`src/rtl/mcms_pkg.sv`:
```
// ----------------------------------------------------------------------------
// mcms_pkg: shared types and constants for median common-mode subtraction
// Result field widths, stream widths and the control word for the cell row.
// ----------------------------------------------------------------------------
package mcms_pkg;

    localparam int IDX_W      = 6;
    localparam int CORR_W     = 14;
    localparam int CM_W       = 13;
    localparam int S_TDATA_W  = 16;
    localparam int M_FIELDS_W = IDX_W + CORR_W + CM_W;
    localparam int M_TDATA_W  = ((M_FIELDS_W + 7) / 8) * 8;

    typedef struct packed {
        logic shift;
        logic insert;
    } cell_ctrl_t;

endpackage

```
`src/rtl/mcms_cell.sv`:
```
// ----------------------------------------------------------------------------
// mcms_cell: one position of the sorting and sample-holding row
// Holds one raw sample in arrival order and one sorted sample; on insert the
// sorted value either stays, takes the new sample or takes its left neighbour.
// ----------------------------------------------------------------------------
module mcms_cell #(
    parameter int WIDTH = 12,
    parameter int IW    = 6,
    parameter int IDX   = 0
) (
    input  logic                    aclk,
    input  mcms_pkg::cell_ctrl_t    ctrl,
    input  logic [IW-1:0]           fill,
    input  logic [WIDTH-1:0]        sample,
    input  logic [WIDTH-1:0]        raw_in,
    input  logic [WIDTH-1:0]        left_val,
    input  logic                    left_gt,
    output logic [WIDTH-1:0]        raw_out,
    output logic [WIDTH-1:0]        val_out,
    output logic                    gt_out
);

    localparam logic [IW-1:0] POS = IW'(IDX);

    logic [WIDTH-1:0] raw_reg;
    logic [WIDTH-1:0] raw_next;
    logic [WIDTH-1:0] val_reg;
    logic [WIDTH-1:0] val_next;
    logic             occupied;

    // empty cells count as larger than any sample
    assign occupied = POS < fill;
    assign gt_out   = !occupied || (val_reg > sample);

    always_comb begin
        raw_next = raw_reg;
        if (ctrl.shift) begin
            raw_next = raw_in;
        end
    end

    always_comb begin
        val_next = val_reg;
        if (ctrl.insert && gt_out) begin
            if (left_gt) begin
                val_next = left_val;
            end else begin
                val_next = sample;
            end
        end
    end

    always_ff @(posedge aclk) begin
        raw_reg <= raw_next;
        val_reg <= val_next;
    end

    assign raw_out = raw_reg;
    assign val_out = val_reg;

endmodule

```
`src/rtl/median_common_mode_subtract_core.sv`:
```
// ----------------------------------------------------------------------------
// median_common_mode_subtract_core: per-chip median common-mode subtraction
// Collects one frame of ADC samples, takes the median of the frame as common
// mode and emits each sample minus the common mode in half-ADU units.
// ----------------------------------------------------------------------------
// Usage:
//   s_ channel: one ADC sample per beat, channels in order, CHANNELS beats
//   make a frame. Each accepted beat is sorted into a row of cells in the
//   same cycle, so input runs at one beat per cycle while collecting.
//   After the last sample, the median state adds the two middle cells to
//   form the common mode, then the frame is emitted on the m_ channel, one
//   beat per cycle while m_tready allows, in channel order, with m_tlast on
//   the final channel. Frame throughput is set by the single raw sample
//   row, which drains through its tail before the next frame fills it.
//   Input is not taken during emission.
//   The output register lets the next frame start while the last result
//   still waits. A stall on m_tready holds the output and halts emission.
//   Reset (aresetn low, synchronous) drops any partial frame and clears
//   the output valid; sample storage is not cleared.
// ----------------------------------------------------------------------------
module median_common_mode_subtract_core #(
    parameter int CHANNELS = 64,
    parameter int ADC_BITS = 12
) (
    input  logic                              aclk,
    input  logic                              aresetn,
    input  logic                              s_tvalid,
    output logic                              s_tready,
    // adc_sample
    input  logic [mcms_pkg::S_TDATA_W-1:0]    s_tdata,
    output logic                              m_tvalid,
    input  logic                              m_tready,
    // channel_index, corrected_half_adu, common_mode_half_adu
    output logic [mcms_pkg::M_TDATA_W-1:0]    m_tdata,
    output logic                              m_tlast
);

    localparam int IW  = (CHANNELS > 1) ? $clog2(CHANNELS) : 1;
    localparam int CMW = ADC_BITS + 1;
    localparam int DW  = ADC_BITS + 2;
    localparam logic [IW-1:0] LAST_POS = IW'(CHANNELS - 1);

    localparam logic [1:0] ST_COLLECT = 2'd0;
    localparam logic [1:0] ST_MEDIAN  = 2'd1;
    localparam logic [1:0] ST_EMIT    = 2'd2;

    logic [1:0]                        state_reg;
    logic [1:0]                        state_next;
    logic [IW-1:0]                     fill_reg;
    logic [IW-1:0]                     fill_next;
    logic [IW-1:0]                     emit_reg;
    logic [IW-1:0]                     emit_next;
    logic [CMW-1:0]                    cm_reg;
    logic [CMW-1:0]                    cm_next;
    logic                              m_valid_reg;
    logic                              m_valid_next;
    logic [mcms_pkg::M_TDATA_W-1:0]    m_data_reg;
    logic [mcms_pkg::M_TDATA_W-1:0]    m_data_next;
    logic                              m_last_reg;
    logic                              m_last_next;

    logic                              s_accept;
    logic                              load;
    mcms_pkg::cell_ctrl_t              ctrl;
    logic [ADC_BITS-1:0]               sample;
    logic [ADC_BITS-1:0]               raw_w [CHANNELS];
    logic [ADC_BITS-1:0]               val_w [CHANNELS];
    logic                              gt_w  [CHANNELS];

    logic signed [DW-1:0]              diff;
    logic signed [31:0]                diff_wide;
    logic [31:0]                       cm_wide;
    logic [31:0]                       idx_wide;

    assign sample   = s_tdata[ADC_BITS-1:0];
    assign s_tready = (state_reg == ST_COLLECT);
    assign s_accept = s_tvalid && s_tready;
    assign load     = (state_reg == ST_EMIT) && (!m_valid_reg || m_tready);

    assign ctrl.insert = s_accept;
    assign ctrl.shift  = s_accept || load;

    for (genvar i = 0; i < CHANNELS; i++) begin : g_cell
        if (i == 0) begin : g_head
            mcms_cell #(
                .WIDTH (ADC_BITS),
                .IW    (IW),
                .IDX   (i)
            ) u_cell (
                .aclk     (aclk),
                .ctrl     (ctrl),
                .fill     (fill_reg),
                .sample   (sample),
                .raw_in   (sample),
                .left_val ({ADC_BITS{1'b0}}),
                .left_gt  (1'b0),
                .raw_out  (raw_w[i]),
                .val_out  (val_w[i]),
                .gt_out   (gt_w[i])
            );
        end else begin : g_body
            mcms_cell #(
                .WIDTH (ADC_BITS),
                .IW    (IW),
                .IDX   (i)
            ) u_cell (
                .aclk     (aclk),
                .ctrl     (ctrl),
                .fill     (fill_reg),
                .sample   (sample),
                .raw_in   (raw_w[i-1]),
                .left_val (val_w[i-1]),
                .left_gt  (gt_w[i-1]),
                .raw_out  (raw_w[i]),
                .val_out  (val_w[i]),
                .gt_out   (gt_w[i])
            );
        end
    end

    // oldest sample sits at the tail of the row
    assign diff      = signed'({1'b0, raw_w[CHANNELS-1], 1'b0}) - signed'({1'b0, cm_reg});
    assign diff_wide = 32'(diff);
    assign cm_wide   = 32'(cm_reg);
    assign idx_wide  = 32'(emit_reg);

    always_comb begin
        state_next   = state_reg;
        fill_next    = fill_reg;
        emit_next    = emit_reg;
        cm_next      = cm_reg;
        m_valid_next = m_valid_reg;
        m_data_next  = m_data_reg;
        m_last_next  = m_last_reg;

        if (m_valid_reg && m_tready) begin
            m_valid_next = 1'b0;
        end

        unique case (state_reg)
            ST_COLLECT: begin
                if (s_accept) begin
                    if (fill_reg == LAST_POS) begin
                        fill_next  = '0;
                        state_next = ST_MEDIAN;
                    end else begin
                        fill_next = fill_reg + 1'b1;
                    end
                end
            end
            ST_MEDIAN: begin
                cm_next    = CMW'(val_w[CHANNELS/2-1]) + CMW'(val_w[CHANNELS/2]);
                emit_next  = '0;
                state_next = ST_EMIT;
            end
            ST_EMIT: begin
                if (load) begin
                    m_valid_next = 1'b1;
                    m_data_next  = mcms_pkg::M_TDATA_W'({
                        cm_wide[mcms_pkg::CM_W-1:0],
                        diff_wide[mcms_pkg::CORR_W-1:0],
                        idx_wide[mcms_pkg::IDX_W-1:0]
                    });
                    m_last_next  = (emit_reg == LAST_POS);
                    if (emit_reg == LAST_POS) begin
                        emit_next  = '0;
                        state_next = ST_COLLECT;
                    end else begin
                        emit_next = emit_reg + 1'b1;
                    end
                end
            end
            default: begin
                state_next = ST_COLLECT;
            end
        endcase
    end

    always_ff @(posedge aclk) begin
        if (!aresetn) begin
            state_reg   <= ST_COLLECT;
            fill_reg    <= '0;
            emit_reg    <= '0;
            m_valid_reg <= 1'b0;
        end else begin
            state_reg   <= state_next;
            fill_reg    <= fill_next;
            emit_reg    <= emit_next;
            m_valid_reg <= m_valid_next;
        end
    end

    always_ff @(posedge aclk) begin
        cm_reg     <= cm_next;
        m_data_reg <= m_data_next;
        m_last_reg <= m_last_next;
    end

    assign m_tvalid = m_valid_reg;
    assign m_tdata  = m_data_reg;
    assign m_tlast  = m_last_reg;

endmodule

```
`config.mk`:
```
export PLATFORM = sky130hd
export DESIGN_NAME = median_common_mode_subtract_core
export DESIGN_NICKNAME = d
export VERILOG_FILES = /design/src/rtl/mcms_pkg.sv /design/src/rtl/mcms_cell.sv /design/src/rtl/median_common_mode_subtract_core.sv
export SDC_FILE = /design/constraint.sdc
export NUM_CORES = 2
export LEC_CHECK = 0
export BUFFER_PORTS_ARGS = -buffer_cell sky130_fd_sc_hd__buf_2
export CAP_MARGIN = 20
export CORE_ASPECT_RATIO = 0.8
export CORE_MARGIN = 2
export CORE_UTILIZATION = 45
export CTS_CLUSTER_DIAMETER = 60
export CTS_CLUSTER_SIZE = 30
export DETAILED_ROUTE_END_ITERATION = 12
export PLACE_DENSITY = 0.69
export SLEW_MARGIN = 40
export SYNTH_ARGS = -nofsm -noshare
export SYNTH_HDL_FRONTEND = slang
export SYNTH_SLANG_ARGS = --single-unit
export TNS_END_PERCENT = 1
```
`constraint.sdc`:
```
create_clock -name aclk -period 26.5 [get_ports aclk]
set_input_delay 5.3 -clock aclk [delete_from_list [all_inputs] [get_ports aclk]]
set_output_delay 5.3 -clock aclk [all_outputs]
set_load 0.02 [all_outputs]
```
==> flow_metrics.env <==
export IMPL_ir_drop_mv=0.04272
export IMPL_fin_worst_skew_ns=0.03812
export IMPL_ant_nets=0
export IMPL_fill_cells=9262
export IMPL_maxCapViolations=0
export IMPL_clock_sinks=1225
export IMPL_drt_iter0_drc=2304
export IMPL_critPathLaunchType="input port"
export IMPL_ys_ff_latch=1225
export IMPL_drt_pass1_iterations=7
export IMPL_crit_chain="buf_2 -> buf_4 -> clkinv_1 -> buf_4 -> ha_1 -> nand4_1 -> nor2_1 -> a21boi_1 -> a2111o_1 -> a21oi_4 -> mux2_2"
export IMPL_yosys_area_share_adder=0.1021
export IMPL_avgSynthCellArea_um2=17.15
export IMPL_clk_insertion_delay_late_ns=0.67
export IMPL_muxShareOfSynthArea=0.08728
export IMPL_synth_common_cells="edfxtp_1 (1210), ha_1 (423), mux2_2 (307), a21oi_1 (191), nand4_1 (96)"
export IMPL_nets=3567
export IMPL_synth_top_family_by_area="adder cells"
export IMPL_cts_buffers=72
export IMPL_grt_ovfl_total=0
export IMPL_crit_top_cell="buf_4"
export IMPL_synth_async_reset_ratio=0
export IMPL_dieHeight_um=308.8
export IMPL_syn_to_final_growth_pct=8.920
export IMPL_yosysMostFrequentCell="edfxtp_1"
export IMPL_worstMarginPinSlew_ns=0.8427
export IMPL_cts_root_buf="clkbuf_16"
export IMPL_seq_area_um2=36640
export IMPL_gp_congestion=0.8176
export IMPL_multiInputGateArea_um2=14990
export IMPL_critPathTopFamily="buffers and inverters"
export IMPL_yosysTopAreaCellShare=0.6954
export IMPL_tns_ns=0
export IMPL_hp_class="reg2reg"
export IMPL_fmax_mhz=111.0
export IMPL_yosysSeqAreaShare=0.7011
export IMPL_wl_mm=96.41
export IMPL_synth_xor_area_share=0.003688
export IMPL_critPathMaxStageDelay_ns=0.87
export IMPL_syn_inst=3046
export IMPL_worstPathArrival_ns=9.41
export IMPL_synth_top_cell_by_area="edfxtp_1"
export IMPL_die_width_um=385.0
export IMPL_grt_setup_unrepaired="false"
export IMPL_grt_pass1_wl_mm=149.2
export IMPL_clkTransAtPathRegs_ns=0.10
export IMPL_yosys_warnings=0
export IMPL_p_per_area_nw_per_um2=67.02
export IMPL_via_count=25940
export IMPL_post_cts_buffers=0
export IMPL_synthTopCellsByArea="edfxtp_1 (70%), ha_1 (10%), mux2_2 (6.6%)"
export IMPL_synth_main_ff_cell="edfxtp_1"
export IMPL_cp_required_ns=26.90
export IMPL_ctsResizeCount=0
export IMPL_antenna_found_initial=4
export IMPL_num_io_pins=63
export IMPL_start_util=0.4549
export IMPL_hold_viol=0
export IMPL_crit_fanout=35
export IMPL_cts_path_max_buffers=3
export IMPL_layout_cells_non_filler=4695
export IMPL_port_buffers=51
export IMPL_grt_usage=0.1626
export IMPL_drc=0
export IMPL_dieArea_um2=118900
export IMPL_status="finished clean"
export IMPL_end_kind="register"
export IMPL_worst_path_max_delay_cell="clkinv_1"
export IMPL_core_region_area_um2=114900
export IMPL_slew_viol_final=0
export IMPL_antenna_cells=0
export IMPL_grt_max_degree=118
export IMPL_avgViaCountPerCell=5.526
export IMPL_rows=111
export IMPL_p_leak_nw=20.34
export IMPL_dp_cells=4573
export IMPL_drive_gt1_frac=0.2079
export IMPL_path_buf_inv=4
export IMPL_p_total_mw=3.814
export IMPL_mappedNetlistArea_um2=52250
export IMPL_synth_compound_area_frac=0.04634
export IMPL_cts_hold_buf=0
export IMPL_wire_per_inst_um=20.53
export IMPL_synth_cell_types=55
export IMPL_finalSetupViolCount=0
export IMPL_largest_reg_flops=756
export IMPL_timing_final_crit_share=0.3401
export IMPL_maxSlewHeadroom=0.4348
export IMPL_yosys_area_share_simple=0.04341
export IMPL_hpwl_mm=58.50
export IMPL_cts_tree="yes"
export IMPL_grt_pass1_vias=25590
export IMPL_htreeDepth=3
export IMPL_synth_edff_count=1210
export IMPL_crit_type="in2reg"
export IMPL_min_period_ns=9.012
-- worst reg2reg max path, cell delays in order (launching register included) --
cell and delay, ns:
dfxtp_1 0.32, nand2b_1 0.18, nand2b_1 0.29, nand2_4 0.42, buf_4 0.62, buf_12 0.47, buf_16 0.50, buf_6 0.66
-- placed cells by master (no fill, tap or decap), types with 9 or more instances in the layout --
cell type and instances:
nor3_1 26, nor2_1 42, xnor2_1 14, dfxtp_1 14, mux2_2 307, a2111o_1 10
inv_1 64, o21ai_0 35, nand2_1 67, a21oi_1 186, a31oi_1 19, mux2_4 63
nor2b_1 40, a21boi_1 10, nor2_2 45, buf_2 51, o21ai_1 9, a21oi_2 10
buf_4 29, a21o_1 23, a21boi_0 9, mux2_1 14, o211ai_1 21, a211o_1 15
edfxtp_1 1210, ha_1 423, inv_6 10, clkinv_8 9, nand3_1 58, nand2b_1 25
clkbuf_16 76, nand4_1 96, and2_1 18
-- stage by stage --
step                  util  hold slack, ns  setup WS [ns]  instance area (µm²)
floorplan                -          0.4003          2.978                52270
global placement    0.4715          0.4007          16.75                54150
detailed placement  0.4734          0.4045          17.07                54370
CTS                 0.4953          0.3740          17.75                56880
global route        0.4955          0.3844          17.36                56910
finish              0.4955          0.3878          17.49                56910
-- final timing paths --
check,startpoint,endpoint,slack [ns],cells after the start
max,s_tdata[8],g_cell[18].g_body.u_cell.val_out[1],17.49,11
min,g_cell[13].g_body.u_cell.raw_out[9],g_cell[14].g_body.u_cell.raw_out[9],0.39,0
max reg2reg,state_reg[0],g_cell[26].g_body.u_cell.raw_out[2],22.66,7
min reg2reg,g_cell[13].g_body.u_cell.raw_out[9],g_cell[14].g_body.u_cell.raw_out[9],0.39,0
-- power breakdown --
| group | switching, mW | leakage (nW) | internal [mW] |
|---|---|---|---|
| logic | 0.166 | 7.20 | 0.104 |
| clock network | 0.655 | 1.22 | 0.593 |
| registers | 0.0423 | 11.9 | 2.25 |
| total | 0.864 | 20.3 | 2.95 |
-- metal layers --
| metal | vias up | wire, µm | share of wire | global-route usage |
|---|---|---|---|---|
| met2 | 713 | 40890 | 0.42 | 0.2337 |
| met5 | - | 0 | 0 | 0 |
| met4 | 0 | 2196 | 0.023 | 0.04079 |
| met1 | 12970 | 46400 | 0.48 | 0.2494 |
| met3 | 146 | 6913 | 0.072 | 0.03594 |
| li1 | 12110 | - | - | - |
-- cell families after synthesis --
group / Yosys count
AOI/OAI and AO/OA: 389
xor gates and xnor gates: 22
adders and majority gates: 425
buffers and inverters: 160
DFF: 1225
muxes: 384
other: 1
and+or+nand+nor: 440
-- layout make-up --
class	instances	share of cell area
Tap cell	1525	0.03353
Clock inverter	46	0.01075
Inverter	69	0.004551
Sequential cell	1225	0.6437
Multi-Input combinational cell	1667	0.2634
Clock buffer	76	0.03342
Timing Repair Buffer	87	0.01057
Power figures use the tool's default switching activity.
